<file path="config.mk">
export PLATFORM = sky130hd
export DESIGN_NAME = wegs_build
export DESIGN_NICKNAME = d
export VERILOG_FILES = /design/src/design/wegs_pkg.sv /design/src/design/wegs_build.sv
export SDC_FILE = /design/constraint.sdc
export NUM_CORES = 2
export LEC_CHECK = 0
export BUFFER_PORTS_ARGS = -buffer_cell sky130_fd_sc_hd__clkbuf_2
export CORE_UTILIZATION = 52
export CTS_BUF_LIST = sky130_fd_sc_hd__clkbuf_2
export DETAILED_ROUTE_END_ITERATION = 10
export HOLD_SLACK_MARGIN = 0.06
export PLACE_DENSITY = 0.69
export SYNTH_ARGS = -nofsm -noshare
export SYNTH_HDL_FRONTEND = slang
export SYNTH_SLANG_ARGS = --single-unit
</file>
<file path="constraint.sdc">
create_clock -name clk_i -period 11.7 [get_ports clk_i]
set_input_delay 0.585 -clock clk_i [delete_from_list [all_inputs] [get_ports clk_i]]
set_output_delay 0.585 -clock clk_i [all_outputs]
set_load 0.05 [all_outputs]
</file>
<file path="src/design/wegs_pkg.sv">
package wegs_pkg;

  // Configuration register indexes
  typedef enum logic [7:0] {
    CFG_DURATION = 8'd0,
    CFG_DENSITY  = 8'd1,
    CFG_SHAPE    = 8'd2,
    CFG_GATE     = 8'd3
  } cfg_idx_e;

  localparam logic [15:0] DUR_MIN    = 16'd512;
  localparam logic [15:0] DUR_MAX    = 16'd61440;
  localparam logic [13:0] DEN_MIN    = 14'd26;
  localparam logic [13:0] DEN_MAX    = 14'd8192;
  localparam logic [30:0] ONE_Q30    = 31'h4000_0000;
  localparam logic [31:0] ONE_SECOND = 32'h0100_0000;

  // Roots 2^(-1/2^j) of one half, Q0.30
  typedef logic [16:0][29:0] exp_tab_t;

  // One write into the event length table
  typedef struct packed {
    logic        en;
    logic [15:0] addr;
    logic [31:0] data;
  } tbl_wr_t;

  // Build the root table by repeated integer square roots
  function automatic exp_tab_t exp_tab_calc();
    exp_tab_t    tab;
    logic [63:0] v;
    logic [63:0] res;
    logic [63:0] bt;
    tab[0] = 30'h2000_0000;
    for (int j = 1; j <= 16; j++) begin
      v   = {4'b0, tab[j-1], 30'b0};
      res = '0;
      bt  = 64'h4000_0000_0000_0000;
      for (int s = 0; s < 32; s++) begin
        if (v >= res + bt) begin
          v   = v - (res + bt);
          res = (res >> 1) + bt;
        end else begin
          res = res >> 1;
        end
        bt = bt >> 2;
      end
      tab[j] = res[29:0];
    end
    return tab;
  endfunction

endpackage

</file>
<file path="src/design/wegs_build.sv">
module wegs_build #(
  parameter int unsigned MAX_EVENTS = 2048,
  parameter int unsigned CW = $clog2(MAX_EVENTS + 1)
) (
  input  logic             clk_i,
  input  logic             rst_ni,
  input  logic             start_i,
  input  logic [15:0]      dur_i,
  input  logic [13:0]      den_i,
  input  logic [15:0]      shape_i,
  output logic             done_o,
  output logic [CW-1:0]    count_o,
  output wegs_pkg::tbl_wr_t wr_o
);
  import wegs_pkg::*;

  localparam int unsigned DW  = CW + 30;
  localparam int unsigned DCW = $clog2(DW + 1);
  localparam exp_tab_t EXP_TAB = exp_tab_calc();

  typedef enum logic [15:0] {
    S_IDLE  = 16'h0001,
    S_COUNT = 16'h0002,
    S_EVT   = 16'h0004,
    S_DIV   = 16'h0008,
    S_POW   = 16'h0010,
    S_NORM  = 16'h0020,
    S_SQM   = 16'h0040,
    S_SQT   = 16'h0080,
    S_EXM   = 16'h0100,
    S_EXT   = 16'h0200,
    S_ACM   = 16'h0400,
    S_ACT   = 16'h0800,
    S_RES   = 16'h1000,
    S_TM    = 16'h2000,
    S_TT    = 16'h4000,
    S_LAST  = 16'h8000
  } bstate_e;

  bstate_e        state_q;
  logic [CW-1:0]  n_q, i_q, rem_q;
  logic [DW-1:0]  dvd_q;
  logic [DCW-1:0] dcnt_q;
  logic [30:0]    quo_q, m_q, acc_q, pw_q, prev_q;
  logic [4:0]     k_q;
  logic [15:0]    f_q;
  logic [3:0]     bcnt_q;
  logic [23:0]    e_q;
  logic [63:0]    prod_q;

  logic [15:0] dur_c;
  logic [13:0] den_c;
  logic [29:0] np;
  logic [31:0] n_ext;
  logic [CW-1:0] n_sel, div_val;
  logic        flip;
  logic [18:0] six_p, d_val;
  logic [30:0] xin, w_val, t_val, len_val;
  logic [20:0] l_val;
  logic [31:0] s_val;
  logic [CW:0] rs, rs_sub;
  logic        ge;
  logic [31:0] op_a, op_b;
  logic [63:0] prod_d;
  logic [CW-1:0] wa;

  // Clamp registers and derive the event count
  assign dur_c = (dur_i < DUR_MIN) ? DUR_MIN : ((dur_i > DUR_MAX) ? DUR_MAX : dur_i);
  assign den_c = (den_i < DEN_MIN) ? DEN_MIN : ((den_i > DEN_MAX) ? DEN_MAX : den_i);
  assign np    = 30'(dur_c) * 30'(den_c);
  assign n_ext = 32'(np[29:18]);
  assign n_sel = (n_ext == 32'd0) ? CW'(1) :
                 ((n_ext > 32'(MAX_EVENTS)) ? CW'(MAX_EVENTS) : n_ext[CW-1:0]);

  // Warp exponent in Q.16
  assign flip  = shape_i[15];
  assign six_p = {1'b0, shape_i, 2'b0} + {2'b0, shape_i, 1'b0};
  assign d_val = flip ? (six_p - 19'd131072) : (19'd262144 - six_p);

  // Ramp divider step
  assign div_val = n_q - CW'(1);
  assign rs      = {rem_q, dvd_q[DW-1]};
  assign ge      = rs >= {1'b0, div_val};
  assign rs_sub  = rs - {1'b0, div_val};

  assign xin     = flip ? (ONE_Q30 - quo_q) : quo_q;
  assign s_val   = prod_q[61:30];
  assign l_val   = {k_q, 16'b0} - {5'b0, f_q};
  assign w_val   = flip ? (ONE_Q30 - pw_q) : pw_q;
  assign t_val   = prod_q[46:16];
  assign len_val = (t_val >= prev_q) ? (t_val - prev_q) : '0;

  // Shared multiplier operands
  always_comb begin
    op_a = '0;
    op_b = '0;
    unique case (state_q)
      S_SQM: begin
        op_a = {1'b0, m_q};
        op_b = {1'b0, m_q};
      end
      S_EXM: begin
        op_a = 32'(l_val);
        op_b = 32'(d_val);
      end
      S_ACM: begin
        op_a = {1'b0, acc_q};
        op_b = {2'b0, EXP_TAB[5'(bcnt_q) + 5'd1]};
      end
      S_TM: begin
        op_a = {16'b0, dur_c};
        op_b = {1'b0, w_val};
      end
      default: ;
    endcase
  end

  assign prod_d = 64'(op_a) * 64'(op_b);

  always_ff @(posedge clk_i) begin
    prod_q <= prod_d;
  end

  // Table write port
  assign wa         = (state_q == S_LAST) ? div_val : (i_q - CW'(1));
  assign wr_o.en    = (state_q == S_LAST) || ((state_q == S_TT) && (i_q != '0));
  assign wr_o.addr  = 16'(wa);
  assign wr_o.data  = (state_q == S_LAST) ? ONE_SECOND : {1'b0, len_val};
  assign done_o     = (state_q == S_LAST);
  assign count_o    = n_q;

  // Build sequencer
  always_ff @(posedge clk_i or negedge rst_ni) begin
    if (!rst_ni) begin
      state_q <= S_IDLE;
      n_q     <= '0;
      i_q     <= '0;
      rem_q   <= '0;
      dvd_q   <= '0;
      dcnt_q  <= '0;
      quo_q   <= '0;
      m_q     <= '0;
      acc_q   <= '0;
      pw_q    <= '0;
      prev_q  <= '0;
      k_q     <= '0;
      f_q     <= '0;
      bcnt_q  <= '0;
      e_q     <= '0;
    end else begin
      unique case (state_q)
        S_IDLE: begin
          if (start_i) state_q <= S_COUNT;
        end
        S_COUNT: begin
          n_q     <= n_sel;
          i_q     <= '0;
          prev_q  <= '0;
          state_q <= S_EVT;
        end
        S_EVT: begin
          quo_q <= '0;
          if (n_q == CW'(1)) begin
            state_q <= S_POW;
          end else begin
            rem_q   <= '0;
            dvd_q   <= {i_q, 30'b0};
            dcnt_q  <= '0;
            state_q <= S_DIV;
          end
        end
        S_DIV: begin
          rem_q <= ge ? rs_sub[CW-1:0] : rs[CW-1:0];
          quo_q <= {quo_q[29:0], ge};
          dvd_q <= {dvd_q[DW-2:0], 1'b0};
          if (dcnt_q == DCW'(DW - 1)) state_q <= S_POW;
          else dcnt_q <= dcnt_q + DCW'(1);
        end
        S_POW: begin
          if (xin == '0) begin
            pw_q    <= '0;
            state_q <= S_TM;
          end else if (xin[30]) begin
            pw_q    <= ONE_Q30;
            state_q <= S_TM;
          end else begin
            m_q     <= xin;
            k_q     <= '0;
            state_q <= S_NORM;
          end
        end
        S_NORM: begin
          if (m_q[30]) begin
            f_q     <= '0;
            bcnt_q  <= '0;
            state_q <= S_SQM;
          end else begin
            m_q <= {m_q[29:0], 1'b0};
            k_q <= k_q + 5'd1;
          end
        end
        S_SQM: state_q <= S_SQT;
        S_SQT: begin
          if (s_val[31]) begin
            m_q <= s_val[31:1];
            f_q <= {f_q[14:0], 1'b1};
          end else begin
            m_q <= s_val[30:0];
            f_q <= {f_q[14:0], 1'b0};
          end
          if (bcnt_q == 4'd15) begin
            state_q <= S_EXM;
          end else begin
            bcnt_q  <= bcnt_q + 4'd1;
            state_q <= S_SQM;
          end
        end
        S_EXM: state_q <= S_EXT;
        S_EXT: begin
          e_q     <= prod_q[39:16];
          acc_q   <= ONE_Q30;
          bcnt_q  <= '0;
          state_q <= S_ACM;
        end
        S_ACM: begin
          if (e_q[~bcnt_q]) state_q <= S_ACT;
          else if (bcnt_q == 4'd15) state_q <= S_RES;
          else bcnt_q <= bcnt_q + 4'd1;
        end
        S_ACT: begin
          acc_q <= prod_q[60:30];
          if (bcnt_q == 4'd15) begin
            state_q <= S_RES;
          end else begin
            bcnt_q  <= bcnt_q + 4'd1;
            state_q <= S_ACM;
          end
        end
        S_RES: begin
          pw_q    <= (e_q[23:16] >= 8'd31) ? '0 : (acc_q >> e_q[23:16]);
          state_q <= S_TM;
        end
        S_TM: state_q <= S_TT;
        S_TT: begin
          prev_q <= t_val;
          if (i_q == div_val) begin
            state_q <= S_LAST;
          end else begin
            i_q     <= i_q + CW'(1);
            state_q <= S_EVT;
          end
        end
        S_LAST: state_q <= S_IDLE;
        default: state_q <= S_IDLE;
      endcase
    end
  end

endmodule

</file>
==> results.yml <==
run_status:
  status: "finished, final reports clean"
timing:
  holdWs_ns: 0.1294
  layout_setup_ws_ns: 0.4636
  slew_violations: 0
  hold_viol: 0
  min_period_ns: 11.24
  setup_viol: 0
  tightestPinTransition_ns: 1.150
  fin_crit_sh_pct: 96.04
  tns_ns: 0
  rsz0062_at_grt: "no"
  finClkSkew_ns: 0.1203
  slew_headroom_pct: 23.29
  fmax_mhz: 89.00
place:
  place_ws_ns: -0.1407
  dp.cells: 8321
  gp_congestion: 0.9721
  portBuffers: 105
  placed_area_mm2: 0.06171
  dpl.hpwl_um: 150500
clocking:
  cts_setup_buffers: 0
  htreeDepth: 3
  cts_root_buffer: "clkbuf_2"
  cts_max_path_buffers: 3
  clkLatencyLatePin_ns: 1.14
  cts_tree: "built"
  cts_sinks: 320
  clk_transition_reported_paths_ns: 0.12
  tritoncts.num_buffers: 84
yosys:
  synth_top_area_cell: "fa_1"
  synthFlopType: "dfrtp_1"
  ys_types: 96
  syn_avg_cell_area_um2: 8.533
  ys_seq_area_share_pct: 13.14
  synthArstFlopShare_pct: 85.63
  synthCells: 6936
  syn_area_mm2: 0.05919
  ys_ff_latch: 320
  ys_warn_count: 0
  synthTopCellsByArea: "fa_1 (34%), dfrtp_1 (12%), ha_1 (9.0%)"
  synth_top_area_share_pct: 33.92
  synth_edf_count: 0
worst_setup_path:
  cp_slowest_cell: "or4_1"
  critPathMaxFanout: 35
  arrival_ns: 12.23
  cp-end-kind: "flop"
  cp_slowest_stage_delay_ns: 0.60
  required_ns: 12.69
  critPathLaunchType: "flop"
  crit_top_cell: "fa_1"
  critPathKind: "flop to flop"
pwr:
  power_density_mw_per_mm2: 58.91
  finalPower_mw: 3.688
  vdd_drop_max_v: 0.0001081
  p_leak_nw: 30.39
job:
  maxCapViolCount: 0
detailed_routing:
  ant_nets: 0
  routed_via_density: 5.864
  drt-total-wl_um: 189400
  first_iter_violations: 4497
  vias: 49720
  dr.pass1.iters: 7
  drc: 0
  wire_per_inst_um: 22.34
floorplan:
  die_h_um: 339.4
  fp.dieArea_mm2: 0.1152
  num_io_pins: 111
  die_w_um: 339.4
  core_mm2: 0.1127
  std_cell_rows: 123
  start_util_pct: 52.54
layout:
  final_cells: 8479
  syn_to_final_growth_pct: 5.765
  drive_above_1_share_pct: 8.299
  fin_util_pct: 55.57
  fin_area_mm2: 0.06260
  nFillCells: 10430
  multi_input_area_mm2: 0.04583
  nNetsFinal: 8385
  regArea_mm2: 0.007780
global_routing:
  grt.total_usage_pct: 33.22
  grt_start_max_net_pins: 163
  grt_pass1_vias: 50270
  grt_pass1_wl_um: 294800
  antenna_found_initial: 6
  grt_overflow: 0
worst_hold_path:
  hold_class: "input pin to asynchronous set/reset pin"
-- power by group --
part | switching (mW) | internal (mW) | total, mW
logic | 0.976 | 0.580 | 1.56
registers | 0.0829 | 1.15 | 1.24
clock network | 0.536 | 0.360 | 0.896
total | 1.59 | 2.09 | 3.69
-- cells in the mapped netlist, types with 18 or more instances --
library cell and count:
nor3_1 58, nor4_1 25, mux2i_1 79, nand3_1 149, ha_1 424, dfxtp_1 46, and2_1 90, o221ai_1 32
and3_1 42, xnor2_1 121, fa_1 1003, a31oi_1 23, a21oi_1 185, nand4_1 48, o21ai_0 220, a22o_1 75
xor2_1 116, inv_1 1133, o31ai_1 33, a221oi_1 20, or3_1 28, mux2_4 30, nand2b_1 63, clkbuf_1 368
nor2b_1 34, a211oi_1 20, a21o_1 77, dfrtp_1 273, or2_2 18, nor2_1 517, nand2_1 1244
-- sequential cells by signal, summed over array words and instances (netlist names), 16 cells and up --
signal   count
acc_q       31
e_q         24
f_q         16
m_q         31
prev_q      31
prod_q      46
pw_q        31
quo_q       31
state_q     16
-- cell families after synthesis --
| kind of cell | Yosys count | share of synthesized area [%] |
|---|---|---|
| AOI/OAI and AO/OA | 864 | 9.718 |
| xor gates and xnor gates | 237 | 3.507 |
| adders and majority gates | 1427 | 42.89 |
| buffers and inverters | 1542 | 9.906 |
| DFF | 320 | 13.14 |
| muxes | 139 | 2.934 |
| other | 1 | 0.006336 |
| and+or+nand+nor | 2406 | 17.90 |
-- timing repair --
action | 4_1_cts | 5_1_grt
endpoints found under the hold margin | 116 | 0
hold buffers | 2 | 0
endpoints found under the setup margin | 0 | 2
resized for setup | 0 | 6
-- final timing paths --
| check | start | to | slack, ns | cells past startpoint |
|---|---|---|---|---|
| worst max-delay path | state_q[3] | prod_q[54] | 0.46 | 37 |
| worst min-delay path | rst_ni | quo_q[29] | 0.13 | 2 |
| worst max register to register | state_q[3] | prod_q[54] | 0.46 | 37 |
| worst min register to register | dvd_q[38] | dvd_q[38] | 0.49 | 2 |
| max in group asynchronous | rst_ni | rem_q[4] | 10.05 | 3 |
| min in group clk_i | start_i | state_q[1] | 0.29 | 4 |
-- worst max-delay path, delay by kind of cell, from the launching register on --
kind            cells  cell delay (ns)
fa+ha+maj           9             4.25
compound gates     11             2.94
simple gates        7             2.03
buf+inv             9             1.19
flops               1             0.49
xor+xnor            1             0.16
-- cell usage in the layout (no fill, tap or decap), types with 16 or more instances in the layout --
master and n:
clkinv_1 18, nor2_1 515, buf_4 171, mux2_4 30, ha_1 423, xnor2_1 120, mux2i_1 79, dfxtp_1 45
clkbuf_2 231, dfrtp_1 273, a31oi_1 23, inv_1 1133, o221ai_1 28, a22oi_1 16, o21ai_2 22, or2_2 18
nor4_1 23, mux2_2 16, and2_1 88, and3_1 42, nand3_1 148, o21a_1 16, nor3_1 58, fa_1 1003
a21oi_1 182, o21ai_0 202, nand2b_1 63, a21o_1 77, a22o_1 75, o211ai_1 16, xor2_1 116, o31ai_1 33
nand4_1 48, or3_1 28, a211oi_1 19, a221oi_1 18, nor2b_1 34, nand2_1 1244
-- routing by layer --
layer | share of wire [%] | routed length, um | track usage [%]
met5 | 0.014 | 27 | 0
met4 | 5.9 | 11160 | 16.87
met3 | 8.4 | 15930 | 5.656
met2 | 45 | 86100 | 52.48
met1 | 40 | 76200 | 44.13
-- layout make-up --
class                           count  share of cell area, %
Tap cell                         1500                  2.998
Antenna cell                        2               0.007995
Clock inverter                     26                 0.3098
Clock buffer                      128                  1.023
Inverter                         1139                  6.830
Multi-Input combinational cell   5078                  73.21
Timing Repair Buffer              286                  3.192
Sequential cell                   320                  12.43
Power figures use the tool's default switching activity.
